### config.mk
export PLATFORM = sky130hd
export DESIGN_NAME = vibration_pattern_timer
export DESIGN_NICKNAME = d
export VERILOG_FILES = /design/src/design/vpt_pkg.sv /design/src/design/vibration_pattern_timer.sv /design/src/design/vpt_cfg_regs.sv /design/src/design/vpt_step.sv
export SDC_FILE = /design/constraint.sdc
export NUM_CORES = 1
export LEC_CHECK = 0
export ABC_AREA = 1
export BUFFER_PORTS_ARGS = -buffer_cell sky130_fd_sc_hd__buf_4
export CORE_MARGIN = 4
export CORE_UTILIZATION = 37
export CTS_BUF_LIST = sky130_fd_sc_hd__clkbuf_8
export DETAILED_ROUTE_END_ITERATION = 8
export SLEW_MARGIN = 30
export SYNTH_ARGS = -nofsm -noshare
export SYNTH_HDL_FRONTEND = slang
export SYNTH_SLANG_ARGS = --single-unit
### constraint.sdc
create_clock -name aclk -period 2.15 [get_ports aclk]
set_clock_uncertainty 0.1 [all_clocks]
set_input_delay 0.215 -clock aclk [delete_from_list [all_inputs] [get_ports aclk]]
set_output_delay 0.215 -clock aclk [all_outputs]
set_load 0.03 [all_outputs]
### src/design/vpt_pkg.sv
// Package for the vibration pattern timer: counter width, operation and
// mode codes, configuration and result structs, and the length fitting helper.
// No dependencies.
package vpt_pkg;

    // Width of the remaining-time counter (valid range 8 to 32).
    localparam int COUNT_WIDTH = 16;
    localparam int LEN_WIDTH   = 16;
    localparam int OP_WIDTH    = 2;
    localparam int MODE_WIDTH  = 3;
    localparam int CFG_IDX_W   = 2;

    // Operation codes carried in s_tuser.
    localparam logic [OP_WIDTH-1:0] OP_TICK   = 2'd0;
    localparam logic [OP_WIDTH-1:0] OP_SHORT  = 2'd1;
    localparam logic [OP_WIDTH-1:0] OP_LONG   = 2'd2;
    localparam logic [OP_WIDTH-1:0] OP_REPEAT = 2'd3;

    // Mode codes.
    localparam logic [MODE_WIDTH-1:0] MODE_STOP    = 3'd0;
    localparam logic [MODE_WIDTH-1:0] MODE_SHORT   = 3'd1;
    localparam logic [MODE_WIDTH-1:0] MODE_LONG    = 3'd2;
    localparam logic [MODE_WIDTH-1:0] MODE_REP_ON  = 3'd3;
    localparam logic [MODE_WIDTH-1:0] MODE_REP_OFF = 3'd4;

    // Configuration register indexes.
    localparam logic [CFG_IDX_W-1:0] CFG_SHORT_LEN = 2'd0;
    localparam logic [CFG_IDX_W-1:0] CFG_REP_ON    = 2'd1;
    localparam logic [CFG_IDX_W-1:0] CFG_REP_OFF   = 2'd2;

    // Reset values of the configuration registers.
    localparam logic [LEN_WIDTH-1:0] SHORT_LEN_RESET = 16'd300;
    localparam logic [LEN_WIDTH-1:0] REP_ON_RESET    = 16'd500;
    localparam logic [LEN_WIDTH-1:0] REP_OFF_RESET   = 16'd500;

    typedef logic [COUNT_WIDTH-1:0] count_t;
    typedef logic [LEN_WIDTH-1:0]   len_t;
    typedef logic [OP_WIDTH-1:0]    op_t;
    typedef logic [MODE_WIDTH-1:0]  mode_t;

    typedef struct packed {
        len_t short_len;
        len_t rep_on;
        len_t rep_off;
    } cfg_t;

    typedef struct packed {
        logic  motor_on;
        mode_t mode;
    } result_t;

    // Fit a 16-bit length into the counter: truncate or zero-extend.
    function automatic count_t fit_count(input len_t len);
        logic [COUNT_WIDTH+LEN_WIDTH-1:0] wide;
        wide = {{COUNT_WIDTH{1'b0}}, len};
        return wide[COUNT_WIDTH-1:0];
    endfunction

endpackage

### src/design/vibration_pattern_timer.sv
// Vibration pattern timer top level: input register, step logic and result
// register. Depends on vpt_pkg, vpt_cfg_regs and vpt_step.
//
// Each input transfer is a one-millisecond tick or a command (short buzz,
// long buzz, repeating pattern) and yields exactly one result transfer with
// the motor enable and the mode after that item. The block takes one item
// per clock cycle while the result side does not stall; a result passes
// through the input register and then the result register, and the
// per-item work is a single compare, decrement and mode update. Back
// pressure on the result side stalls the input side only once both
// registers are full. Configuration writes take effect on the next cycle
// and should be made only while no item is in flight.
module vibration_pattern_timer
    import vpt_pkg::*;
(
    input  logic                 aclk,
    input  logic                 aresetn,
    // Configuration write port.
    input  logic                 cfg_wr_en,
    input  logic [CFG_IDX_W-1:0] cfg_index,
    input  logic [LEN_WIDTH-1:0] cfg_wdata,
    // Input channel.
    input  logic                 s_tvalid,
    output logic                 s_tready,
    input  logic [15:0]          s_tdata,   // [15:0] duration_ms
    input  logic [1:0]           s_tuser,   // [1:0] operation
    // Result channel.
    output logic                 m_tvalid,
    input  logic                 m_tready,
    output logic [7:0]           m_tdata    // [0] motor_on, [3:1] mode_now, [7:4] zero
);

    cfg_t    cfg;
    result_t result;

    logic    in_valid_reg;
    op_t     in_op_reg;
    len_t    in_dur_reg;
    logic    out_valid_reg;
    result_t out_reg;
    logic    out_free;
    logic    step_en;

    vpt_cfg_regs u_cfg (
        .aclk      (aclk),
        .aresetn   (aresetn),
        .cfg_wr_en (cfg_wr_en),
        .cfg_index (cfg_index),
        .cfg_wdata (cfg_wdata),
        .cfg       (cfg)
    );

    // Handshake: an item moves on when the result register can take it.
    assign out_free = !out_valid_reg || m_tready;
    assign step_en  = in_valid_reg && out_free;
    assign s_tready = !in_valid_reg || out_free;

    // Input register.
    always_ff @(posedge aclk) begin
        if (!aresetn) begin
            in_valid_reg <= 1'b0;
        end else if (s_tready) begin
            in_valid_reg <= s_tvalid;
        end
    end

    always_ff @(posedge aclk) begin
        if (s_tvalid && s_tready) begin
            in_op_reg  <= s_tuser;
            in_dur_reg <= s_tdata;
        end
    end

    vpt_step u_step (
        .aclk     (aclk),
        .aresetn  (aresetn),
        .step_en  (step_en),
        .op       (in_op_reg),
        .duration (in_dur_reg),
        .cfg      (cfg),
        .result   (result)
    );

    // Result register.
    always_ff @(posedge aclk) begin
        if (!aresetn) begin
            out_valid_reg <= 1'b0;
        end else if (out_free) begin
            out_valid_reg <= in_valid_reg;
        end
    end

    always_ff @(posedge aclk) begin
        if (step_en) begin
            out_reg <= result;
        end
    end

    assign m_tvalid = out_valid_reg;
    assign m_tdata  = {4'b0000, out_reg.mode, out_reg.motor_on};

    // The motor is driven exactly in the short, long and repeat-on modes.
    assert property (@(posedge aclk) disable iff (!aresetn)
        m_tvalid |-> (m_tdata[0] == ((m_tdata[3:1] == MODE_SHORT) ||
                                     (m_tdata[3:1] == MODE_LONG) ||
                                     (m_tdata[3:1] == MODE_REP_ON))))
        else $error("motor_on does not match mode_now");

    // A command always leaves the motor on.
    assert property (@(posedge aclk) disable iff (!aresetn)
        (step_en && (in_op_reg != OP_TICK)) |=> (m_tvalid && m_tdata[0]))
        else $error("command result does not drive the motor");

    // An empty result register never stalls the input side.
    assert property (@(posedge aclk) disable iff (!aresetn)
        !out_valid_reg |-> s_tready)
        else $error("input stalled with an empty result register");

endmodule

### src/design/vpt_cfg_regs.sv
// Configuration registers of the vibration pattern timer.
// Depends on vpt_pkg.
module vpt_cfg_regs
    import vpt_pkg::*;
(
    input  logic                 aclk,
    input  logic                 aresetn,
    input  logic                 cfg_wr_en,
    input  logic [CFG_IDX_W-1:0] cfg_index,
    input  len_t                 cfg_wdata,
    output cfg_t                 cfg
);

    cfg_t cfg_reg;
    cfg_t cfg_next;

    // Decode the write index; an index beyond the list changes nothing.
    always_comb begin
        cfg_next = cfg_reg;
        if (cfg_wr_en) begin
            unique case (cfg_index)
                CFG_SHORT_LEN: cfg_next.short_len = cfg_wdata;
                CFG_REP_ON:    cfg_next.rep_on    = cfg_wdata;
                CFG_REP_OFF:   cfg_next.rep_off   = cfg_wdata;
                default:       cfg_next           = cfg_reg;
            endcase
        end
    end

    always_ff @(posedge aclk) begin
        if (!aresetn) begin
            cfg_reg.short_len <= SHORT_LEN_RESET;
            cfg_reg.rep_on    <= REP_ON_RESET;
            cfg_reg.rep_off   <= REP_OFF_RESET;
        end else begin
            cfg_reg <= cfg_next;
        end
    end

    assign cfg = cfg_reg;

endmodule

### src/design/vpt_step.sv
// Mode, counter and drive state of the vibration pattern timer with the
// next-state logic for one tick or command. Depends on vpt_pkg.
module vpt_step
    import vpt_pkg::*;
(
    input  logic    aclk,
    input  logic    aresetn,
    input  logic    step_en,
    input  op_t     op,
    input  len_t    duration,
    input  cfg_t    cfg,
    output result_t result
);

    mode_t  mode_reg, mode_next;
    count_t remaining_reg, remaining_next;
    logic   drive_reg, drive_next;

    // Next state for the item in the input register.
    always_comb begin
        mode_next      = mode_reg;
        remaining_next = remaining_reg;
        drive_next     = drive_reg;
        unique case (op)
            OP_SHORT: begin
                mode_next      = MODE_SHORT;
                remaining_next = fit_count(cfg.short_len);
                drive_next     = 1'b1;
            end
            OP_LONG: begin
                mode_next      = MODE_LONG;
                remaining_next = fit_count(duration);
                drive_next     = 1'b1;
            end
            OP_REPEAT: begin
                mode_next      = MODE_REP_ON;
                remaining_next = fit_count(cfg.rep_on);
                drive_next     = 1'b1;
            end
            default: begin
                // A tick: count down, or act on expiry of a value of zero or one.
                if (mode_reg != MODE_STOP) begin
                    if (remaining_reg > COUNT_WIDTH'(1)) begin
                        remaining_next = remaining_reg - COUNT_WIDTH'(1);
                    end else begin
                        unique case (mode_reg)
                            MODE_REP_ON: begin
                                mode_next      = MODE_REP_OFF;
                                remaining_next = fit_count(cfg.rep_off);
                                drive_next     = 1'b0;
                            end
                            MODE_REP_OFF: begin
                                mode_next      = MODE_REP_ON;
                                remaining_next = fit_count(cfg.rep_on);
                                drive_next     = 1'b1;
                            end
                            default: begin
                                mode_next      = MODE_STOP;
                                remaining_next = '0;
                                drive_next     = 1'b0;
                            end
                        endcase
                    end
                end
            end
        endcase
    end

    always_ff @(posedge aclk) begin
        if (!aresetn) begin
            mode_reg      <= MODE_STOP;
            remaining_reg <= '0;
            drive_reg     <= 1'b0;
        end else if (step_en) begin
            mode_reg      <= mode_next;
            remaining_reg <= remaining_next;
            drive_reg     <= drive_next;
        end
    end

    // The result reports the state after this item.
    assign result.motor_on = drive_next;
    assign result.mode     = mode_next;

endmodule
==> results of run 1 <==
==> through the flow <==
| stage | power [mW] | instances | util, % | worst slack (ns) | hold slack (ns) |
|---|---|---|---|---|---|
| 3_5_place_dp | 2.87 | 830 | 42.3 | 0.213 | 0.294 |
| 2_1_floorplan | 2.63 | 634 | - | 0.423 | 0.214 |
| 4_1_cts | 4.03 | 880 | 46.6 | 0.205 | 0.0265 |
| 5_1_grt | 4.25 | 880 | 46.7 | 0.0446 | 0.0397 |
| 3_3_place_gp | 2.85 | 830 | 42.3 | 0.257 | 0.294 |
| 6_report | 4.03 | 880 | 46.7 | 0.245 | 0.0325 |
==> how the worst max path moves through the flow <==
stage                                                     from                              end  slack, ns  depth (start not counted)
final                     u_step.remaining_reg[0]$_SDFFE_PN0P_  u_step.mode_reg[1]$_SDFFE_PN0P_       0.24                         12
after global routing      u_step.remaining_reg[0]$_SDFFE_PN0P_  u_step.mode_reg[0]$_SDFFE_PN0P_       0.04                         12
after CTS                 u_step.remaining_reg[0]$_SDFFE_PN0P_             m_tdata[1]$_DFFE_PP_       0.20                         10
after detailed placement  u_step.remaining_reg[0]$_SDFFE_PN0P_             m_tdata[1]$_DFFE_PP_       0.21                         10
after global placement    u_step.remaining_reg[0]$_SDFFE_PN0P_             m_tdata[2]$_DFFE_PP_       0.26                         10
after floorplan                          m_tvalid$_SDFFE_PN0P_          in_dur_reg[0]$_DFFE_PP_       0.42                          3
==> area by class of cell <==
class | count | area [um2]
inverter | 58 | 218
tap | 168 | 210
timing repair buffer | 95 | 798
clock inverter | 7 | 62.6
fill | 1235 | 6480
multi-input combinational | 451 | 2200
sequential | 92 | 2060
clock buffer | 9 | 124
==> worst max-delay path: stages (launching register included) <==
cell     delay (ns)
dfxtp_1        0.36
inv_1          0.09
ha_1           0.22
o21ai_0        0.10
nor2_1         0.22
nand3_4        0.23
inv_1          0.10
nand2_1        0.10
nand2_1        0.09
nand2_1        0.06
nand3_1        0.08
nand2_1        0.06
inv_1          0.05
==> synth_stat cells <==
| master | count | area share, % |
|---|---|---|
| buf_4 | 4 | 0.65 |
| nand2_4 | 1 | 0.24 |
| o22ai_1 | 7 | 0.94 |
| a21boi_0 | 2 | 0.32 |
| nand2_2 | 9 | 1.2 |
| inv_1 | 56 | 4.5 |
| buf_6 | 5 | 1.2 |
| xnor2_1 | 2 | 0.38 |
| clkinv_1 | 1 | 0.081 |
| nor2_1 | 65 | 5.2 |
| nand3_2 | 2 | 0.43 |
| buf_8 | 1 | 0.32 |
| nand4_1 | 4 | 0.54 |
| buf_2 | 3 | 0.32 |
| o21ai_2 | 1 | 0.19 |
| nor3_2 | 2 | 0.43 |
| nand2_1 | 168 | 14 |
| nand3_1 | 35 | 3.8 |
| nor2_2 | 8 | 1.1 |
| a21oi_1 | 47 | 5.1 |
| nor2_4 | 4 | 0.97 |
| dfxtp_1 | 70 | 30 |
| ha_1 | 7 | 1.9 |
| o31ai_4 | 1 | 0.46 |
| a21oi_2 | 2 | 0.38 |
| edfxtp_1 | 22 | 14 |
| inv_2 | 1 | 0.081 |
| conb_1 | 1 | 0.081 |
| o21ai_1 | 7 | 0.75 |
| a221oi_1 | 5 | 0.94 |
| o21ai_0 | 55 | 5.9 |
| nand3b_1 | 2 | 0.32 |
| clkbuf_1 | 20 | 1.6 |
| xor2_1 | 3 | 0.56 |
| o211ai_1 | 8 | 1.3 |
==> per-layer routing <==
layer	track usage [%]	wire length, um	vias to the layer above
met3	4.62	822	22
li1	-	-	2196
met1	24.1	5880	2011
met5	0	0	-
met4	5.15	251	0
met2	31.5	6090	136
==> report_power, final <==
group	switching, mW	internal, mW
Clock	0.610	0.525
Combinational	0.594	0.353
Sequential	0.0736	1.87
Total	1.28	2.75
==> kinds of logic (layout without fill, tap and decap cells) <==
logic type | after synthesis | in the layout | share of synthesized area [%]
XOR/XNOR | 5 | 5 | 0.941
AND/OR/NAND/NOR | 300 | 300 | 27.8
other | 1 | 4 | 0.0806
adder cells (fa/ha/maj) | 7 | 7 | 1.88
buffers and inverters | 91 | 169 | 8.79
flip-flops | 92 | 92 | 44.3
AO/OA/AOI/OAI | 135 | 135 | 16.2
==> cell usage in the layout (no fill, tap or decap) <==
master,count
buf_4,61
nand3_2,1
dlygate4sd3_1,34
o21ai_0,55
a21oi_2,2
nand2_4,1
inv_2,1
bufinv_16,1
inv_1,59
nor3_2,2
a21oi_1,47
conb_1,4
clkinv_2,1
clkbuf_8,9
nand3_1,35
edfxtp_1,22
a221oi_1,5
clkinv_4,1
nand2_1,168
o22ai_1,7
nand3_4,1
nor2_2,8
xor2_1,3
dfxtp_1,70
o21ai_1,7
clkinv_1,1
nand3b_1,2
clkinvlp_4,1
o31ai_4,1
nor2_4,4
ha_1,7
nor2_1,65
nand2_2,9
o211ai_1,8
xnor2_1,2
a21boi_0,2
nand4_1,4
o21ai_2,1
==> timing repair <==
action                     in CTS  in global routing
hold endpoints to repair       46                  0
setup endpoints to repair       0                  2
gates resized for setup         0                  1
hold buffers                   34                  0
==> results.md, run 1 <==
- Initial antenna violation count: 0
- First-pass GRT wire length: 21300 um
- Final critical-path required period: 1.91 ns
- Largest net degree at the start of global routing: 35
- Root cell of the clock tree: clkbuf_8
- Yosys reg bits: 92
- Core area: 12200 um2
- Warnings from Yosys: 0
- Max IR drop VDD: 497 uV
- Endpoint class of the critical path: flop
- Width of the die: 120 um
- CTS Buf Count: 9
- Nets: 755
- Finish-stage setup viols: 0
- I/O pin count: 51
- Average wire per standard cell: 14.8 um
- Crit path max fanout: 15
- Largest register FFs: 48
- Ant. Diodes: 0
- Hold Crit Start: m_tready
- Finished Cell Area: 5680 um2
- Max Fclk: 525 MHz
- Slew HR: 59.9%
- Synth Cell Area: 4650 um2
- Tightest Pin Transition: 0.601 ns
- Post-CTS Setup Repair Bufs: 0
- DR iter-0 viols: 266
- TNS Setup: 0 ns
- Status: completed
- Residual DRC: 0
- Die height: 120 um
- Req. time, crit path: 2.37 ns
- Power Dens Cells: 710 nW/um2
- Gr ovfl total: 0
- Share of cells above drive strength 1: 14.7%
- DRT Pass-1 Iters: 5
- R2R Setup Slk: 0.24 ns
- CTS tree: done
- Clock Tree Buf Depth: 2
- FF-to-FF Start: u_step.remaining_reg[0]$_SDFFE_PN0P_
- Arrival time at the worst endpoint: 2.13 ns
- Row count: 40
- Starting Density: 38.3%
- Final Hold Fails: 0
- Reg clk slew, reported paths: 0.09 ns
- Post-DP Area: 5140 um2
- Mapped Cells: 631
- Die area: 14400 um2
- GRT Util Overall: 18.8%
- GPL Wtd Cong: 0.978
- Num Clock Sinks: 92
- Final ANT Viol Nets: 0
- Min-Delay Path Class: in -> reg
- Port bufs: 46
- Latest clock arrival within the worst-skew pair: 0.38 ns
- Number of H-tree levels: 3
- FF-to-FF End: u_step.mode_reg[1]$_SDFFE_PN0P_
- Max Cap Viol: 0
- Post-synth cell types: 35
- Startpoint types: flop
- Lkg Pwr: 2.49 nW
- Reg2reg path depth: 12
- Hold depth: 4
- Slew Viols, Final: 0
- Hold path endpoint: m_tvalid$_SDFFE_PN0P_
- Register area share after synthesis: 44.3%
- Mean Syn Cell Area: 7.38 um2
- Post-DP HPWL: 9140 um
- Via count: 4365
- Via/cell ratio: 4.96
- Worst Setup Path Type: reg -> reg
- RSZ-0062 raised after global routing: no
- WL final: 13000 um
- Vias in the first global route: 4317
- Area grow syn2layout: 22.0%
- Final period util: 88.6%
(Power assumes the default switching activity.)
==> run 2: changes to the inputs <==
==> constraint.sdc (replaced) <==
create_clock -name aclk -period 2.3 [get_ports aclk]
set_clock_uncertainty 0.1 [all_clocks]
set_input_delay 0.23 -clock aclk [delete_from_list [all_inputs] [get_ports aclk]]
set_output_delay 0.23 -clock aclk [all_outputs]
set_load 0.03 [all_outputs]
==> results.md, run 2 (synthesis results as in run 1) <==
- Residual DRC: 0
- CTS resizes: 0
- Met3 wire len: 819 um
- Core Util, Final: 46.0%
- CTS tree: done
- Average wire per standard cell: 14.5 um
- Max Cap Viol: 0
- Most Frequent Cell on Critical Path: nand2_1
- Sw power: 1.18 mW
- Startpoint types: flop
- Vias in the first global route: 4168
- Gr ovfl total: 0
- Sequential Power Share: 47.2%
- Min-Delay Path Class: in -> reg
- Post-route non-filler standard cell count: 870
- RSZ-0062 raised after global routing: no
- Worst-path cell chain: inv_1, ha_1, o21ai_0, nor2_1, nand3_2, inv_1, nand2_1, nand2_1, nand2_1, nand2_1
- Root cell of the clock tree: clkbuf_8
- CTS Buf Count: 9
- Ant. Diodes: 0
- Crit path max fanout: 15
- Number of H-tree levels: 3
- Slew HR: 57.3%
- Port bufs: 46
- Die area: 14400 um2
- Post-DP HPWL: 9030 um
- Area grow syn2layout: 20.2%
- First-pass GRT wire length: 20600 um
- Final critical-path required period: 2.01 ns
- Largest net degree at the start of global routing: 32
- Arrival time at the worst endpoint: 2.02 ns
- Endpoint class of the critical path: flop
- Share of cells above drive strength 1: 14.8%
- Crit-path max cell delay: 0.42 ns
- Highest-delay cell along the critical path: dfxtp_1
- CP top delay family: simple AND/OR/NAND/NOR gates
- DRT Pass-1 Iters: 5
- Num Clock Sinks: 92
- Worst Setup Path Type: reg -> reg
- Commonest non-fill, non-tap cell in the layout: nand2_1
- Final Hold Fails: 0
- Row count: 40
- Final period util: 87.2%
- Width of the die: 120 um
- Req. time, crit path: 2.31 ns
- GRT Util Overall: 18.1%
- DR top layer: met4
- Fillers: 1216
- WP buf/inv: 2
- Switch share: 30.7%
- Power Dens Cells: 689 nW/um2
- Clk network pwr share: 30.3%
- Core area: 12200 um2
- Nets: 745
- Final ANT Viol Nets: 0
- Tightest Pin Transition: 0.640 ns
- Reg clk slew, reported paths: 0.09 ns
- Placed cells: 829
- Clock Tree Buf Depth: 2
- I/O pin count: 51
- DR iter-0 viols: 298
- Max IR drop VDD: 404 uV
- Max Fclk: 498 MHz
- Finish-stage setup viols: 0
- TNS Setup: 0 ns
- WL final: 12600 um
- Status: completed
- WL met1: 5670 um
- Largest register FFs: 48
- Via count: 4369
- GPL Wtd Cong: 0.909
- Length of routed met2 wiring: 5900 um
- Internal power: 2.67 mW
- Most frequent cells in the layout: nand2_1 (168), dfxtp_1 (70), nor2_1 (65), buf_4 (60), inv_1 (58)
- Via/cell ratio: 5.02
- Slew Viols, Final: 0
- Combinational share of power: 22.4%
- Starting Density: 38.3%
- Lkg Pwr: 2.45 nW
- Latest clock arrival within the worst-skew pair: 0.36 ns
- Initial antenna violation count: 0
- Die height: 120 um
run 2: final timing paths:
check,slack [ns],to,depth (start not counted),startpoint
setup / recovery,0.29,m_tdata[2]$_DFFE_PP_,10,u_step.remaining_reg[0]$_SDFFE_PN0P_
hold reg to reg,0.36,u_cfg.cfg[9]$_SDFFE_PN0P_,2,u_cfg.cfg[9]$_SDFFE_PN0P_
setup reg to reg,0.29,m_tdata[2]$_DFFE_PP_,10,u_step.remaining_reg[0]$_SDFFE_PN0P_
hold / removal,0.01,u_cfg.cfg[33]$_SDFFE_PN0P_,3,cfg_wdata[1]
run 2: per-layer routing:
layer,global-route usage [%],vias to the layer above
met2,30.1,135
met1,23.8,2040
li1,-,2175
met4,5.15,0
met5,0,-
met3,3.58,19
run 2: stage by stage:
stage               instance area, um2  power (mW)  hold slack (ns)  setup WS (ns)
global placement                  5130        2.67            0.308          0.408
finish                            5590        3.85          0.00972          0.294
global route                      5590        4.05           0.0203          0.132
detailed placement                5130        2.68            0.310          0.332
CTS                               5590        3.88          0.00713          0.321
floorplan                         4670        2.46            0.229          0.573
run 2: power by group through the flow:
| stage | combinational, mW | sequential (mW) | clock, mW |
|---|---|---|---|
| 2_1_floorplan | 0.610 | 1.84 | 0 |
| 3_3_place_gp | 0.812 | 1.85 | 0 |
| 3_5_place_dp | 0.825 | 1.85 | 0 |
| 4_1_cts | 0.864 | 1.82 | 1.20 |
| 5_1_grt | 0.968 | 1.83 | 1.25 |
| 6_report | 0.864 | 1.82 | 1.17 |
run 2: layout make-up:
cell class / count / area, um2 / share of cell area, %
Multi-Input combinational cell: 451 / 2190 / 39.2
Sequential cell: 92 / 2060 / 36.9
Timing Repair Buffer: 85 / 701 / 12.5
Inverter: 58 / 218 / 3.89
Tap cell: 168 / 210 / 3.76
Clock buffer: 9 / 124 / 2.21
Clock inverter: 7 / 85.1 / 1.52
run 2: worst register-to-register path, cell delays in order, from the launching register on:
cell and delay [ns]:
dfxtp_1 0.42, inv_1 0.09, ha_1 0.25, o21ai_0 0.17
nor2_1 0.08, nand3_2 0.25, inv_1 0.08, nand2_1 0.12
nand2_1 0.07, nand2_1 0.07, nand2_1 0.06
run 2: repair_timing:
item / CTS / global route
endpoints found under the hold margin: 30 / 0
hold buffers: 25 / 0
setup buffers: 0 / 0
setup endpoints to repair: 0 / 0
==> run 3: changes to the inputs <==
--- a/config.mk
+++ b/config.mk
@@ -11,6 +11,7 @@
 export CORE_UTILIZATION = 37
 export CTS_BUF_LIST = sky130_fd_sc_hd__clkbuf_8
 export DETAILED_ROUTE_END_ITERATION = 8
+export MAX_ROUTING_LAYER = met4
 export SLEW_MARGIN = 30
 export SYNTH_ARGS = -nofsm -noshare
 export SYNTH_HDL_FRONTEND = slang
==> constraint.sdc (replaced) <==
create_clock -name aclk -period 2.3 [get_ports aclk]
set_clock_uncertainty 0.1 [all_clocks]
set_input_delay 0.115 -clock aclk [delete_from_list [all_inputs] [get_ports aclk]]
set_output_delay 0.115 -clock aclk [all_outputs]
set_load 0.03 [all_outputs]
==> results.md, run 3 (synthesis results as in run 1) <==
- GRT Util Overall: 19.3%
- Vias in the first global route: 4278
- Via count: 4353
- Largest register FFs: 48
- CTS Buf Count: 9
- Max Fclk: 502 MHz
- Via/cell ratio: 4.94
- Width of the die: 120 um
- Arrival time at the worst endpoint: 2.02 ns
- Hold slack: 0.0311 ns
- Tightest Pin Transition: 0.708 ns
- Worst-path cell chain: inv_1, ha_1, o21ai_0, nor2_1, nand3_2, inv_1, nand2_1, nand2_1, nand2_1, nand2_1
- Die area: 14400 um2
- CTS resizes: 0
- Share of cells above drive strength 1: 14.7%
- Final period util: 86.7%
- Reg clk slew, reported paths: 0.09 ns
- Crit-path max cell delay: 0.43 ns
- Total chip power: 3.79 mW
- First-pass GRT wire length: 21400 um
- Highest-delay cell along the critical path: dfxtp_1
- Power Dens Cells: 666 nW/um2
- Die height: 120 um
- Multi-input gate area: 2190 um2
- TNS Setup: 0 ns
- Row count: 40
- Final critical-path required period: 1.99 ns
- Commonest non-fill, non-tap cell in the layout: nand2_1
- Post-DP HPWL: 9090 um
- Gr ovfl total: 0
- Number of H-tree levels: 3
- Starting Density: 38.3%
- Endpoint class of the critical path: flop
- Crit path max fanout: 15
- Largest net degree at the start of global routing: 36
- DR iter-0 viols: 251
- Initial antenna violation count: 0
- Post-CTS Setup Repair Bufs: 0
- Min-Delay Path Class: in -> reg
- Ant. Diodes: 0
- Latest clock arrival within the worst-skew pair: 0.37 ns
- Root cell of the clock tree: clkbuf_8
- GPL Wtd Cong: 0.888
- Sequential cell area: 2060 um2
- Req. time, crit path: 2.33 ns
- Cts hold-fix bufs: 37
- Startpoint types: flop
- Core area: 12200 um2
- Max IR drop VDD: 458 uV
- Final ANT Viol Nets: 0
- Finish-stage setup viols: 0
- Most Frequent Cell on Critical Path: nand2_1
- Residual DRC: 0
- Slew HR: 52.8%
- CP top delay family: simple AND/OR/NAND/NOR gates
- Clock Tree Buf Depth: 2
- Final Hold Fails: 0
- Most frequent cells in the layout: nand2_1 (168), dfxtp_1 (70), nor2_1 (65), buf_4 (59), inv_1 (57)
- Nets: 756
- RSZ-0062 raised after global routing: no
- Port bufs: 46
- Average wire per standard cell: 14.7 um
- Worst Setup Path Type: reg -> reg
- Fillers: 1258
- I/O pin count: 51
- DRT Pass-1 Iters: 5
- Slew Viols, Final: 0
- Core Util, Final: 46.8%
- WP buf/inv: 2
- Lkg Pwr: 2.49 nW
- WL final: 12900 um
- Area grow syn2layout: 22.3%
- CTS tree: done
- Status: completed
- Max Cap Viol: 0
- Num Clock Sinks: 92
==> run 3: cell types whose count changed in the layout (fill, tap and decap cells not counted), sizes merged <==
| cell | delta |
|---|---|
| buf | -1 |
| bufinv | -1 |
| clkbuf | +1 |
| clkinvlp | +1 |
| dlygate4sd3 | +12 |
| inv | -1 |
==> run 3: path summary, 6_finish.rpt <==
| kind | startpoint | endpoint | slack (ns) | cells after the start |
|---|---|---|---|---|
| max | u_step.remaining_reg[0]$_SDFFE_PN0P_ | m_tdata[2]$_DFFE_PP_ | 0.31 | 10 |
| min | aresetn | u_cfg.cfg[18]$_SDFFE_PN1P_ | 0.03 | 2 |
| max reg2reg | u_step.remaining_reg[0]$_SDFFE_PN0P_ | m_tdata[2]$_DFFE_PP_ | 0.31 | 10 |
| min reg2reg | u_cfg.cfg[1]$_SDFFE_PN0P_ | u_cfg.cfg[1]$_SDFFE_PN0P_ | 0.36 | 2 |
==> run 3: worst register-to-register path, stage by stage (launching register included) <==
cell     delay (ns)
dfxtp_1        0.43
inv_1          0.08
ha_1           0.24
o21ai_0        0.17
nor2_1         0.08
nand3_2        0.25
inv_1          0.08
nand2_1        0.13
nand2_1        0.07
nand2_1        0.08
nand2_1        0.05
==> run 3: per-layer routing <==
layer	global-route usage [%]	wire [um]	up-vias
met5	-	0	-
met4	3.94	118	0
met3	3.44	912	10
met2	32.4	6320	118
met1	24.4	5590	2021
li1	-	-	2204
==> run 3: area by class of cell <==
class / instances / share of cell area [%]
multi-input cells: 451 / 38.6
flip-flops and latches: 92 / 36.2
repair buffers: 96 / 14.3
inverters: 58 / 3.83
well taps: 168 / 3.69
clock buffers: 10 / 2.42
clock inverters: 6 / 0.989
==> run 3: metrics by stage <==
stage | instances | setup WS, ns | area (um2)
finish | 881 | 0.307 | 5690
global route | 881 | 0.102 | 5690
detailed placement | 828 | 0.339 | 5130
CTS | 881 | 0.327 | 5690
floorplan | 634 | 0.573 | 4670
global placement | 828 | 0.399 | 5130
==> run 3: where the power goes <==
group / internal (mW) / switching [mW] / leakage [nW]
clock: 0.523 / 0.570 / 0.103
sequential: 1.75 / 0.0686 / 0.786
combinational: 0.330 / 0.550 / 1.60
total: 2.60 / 1.19 / 2.49
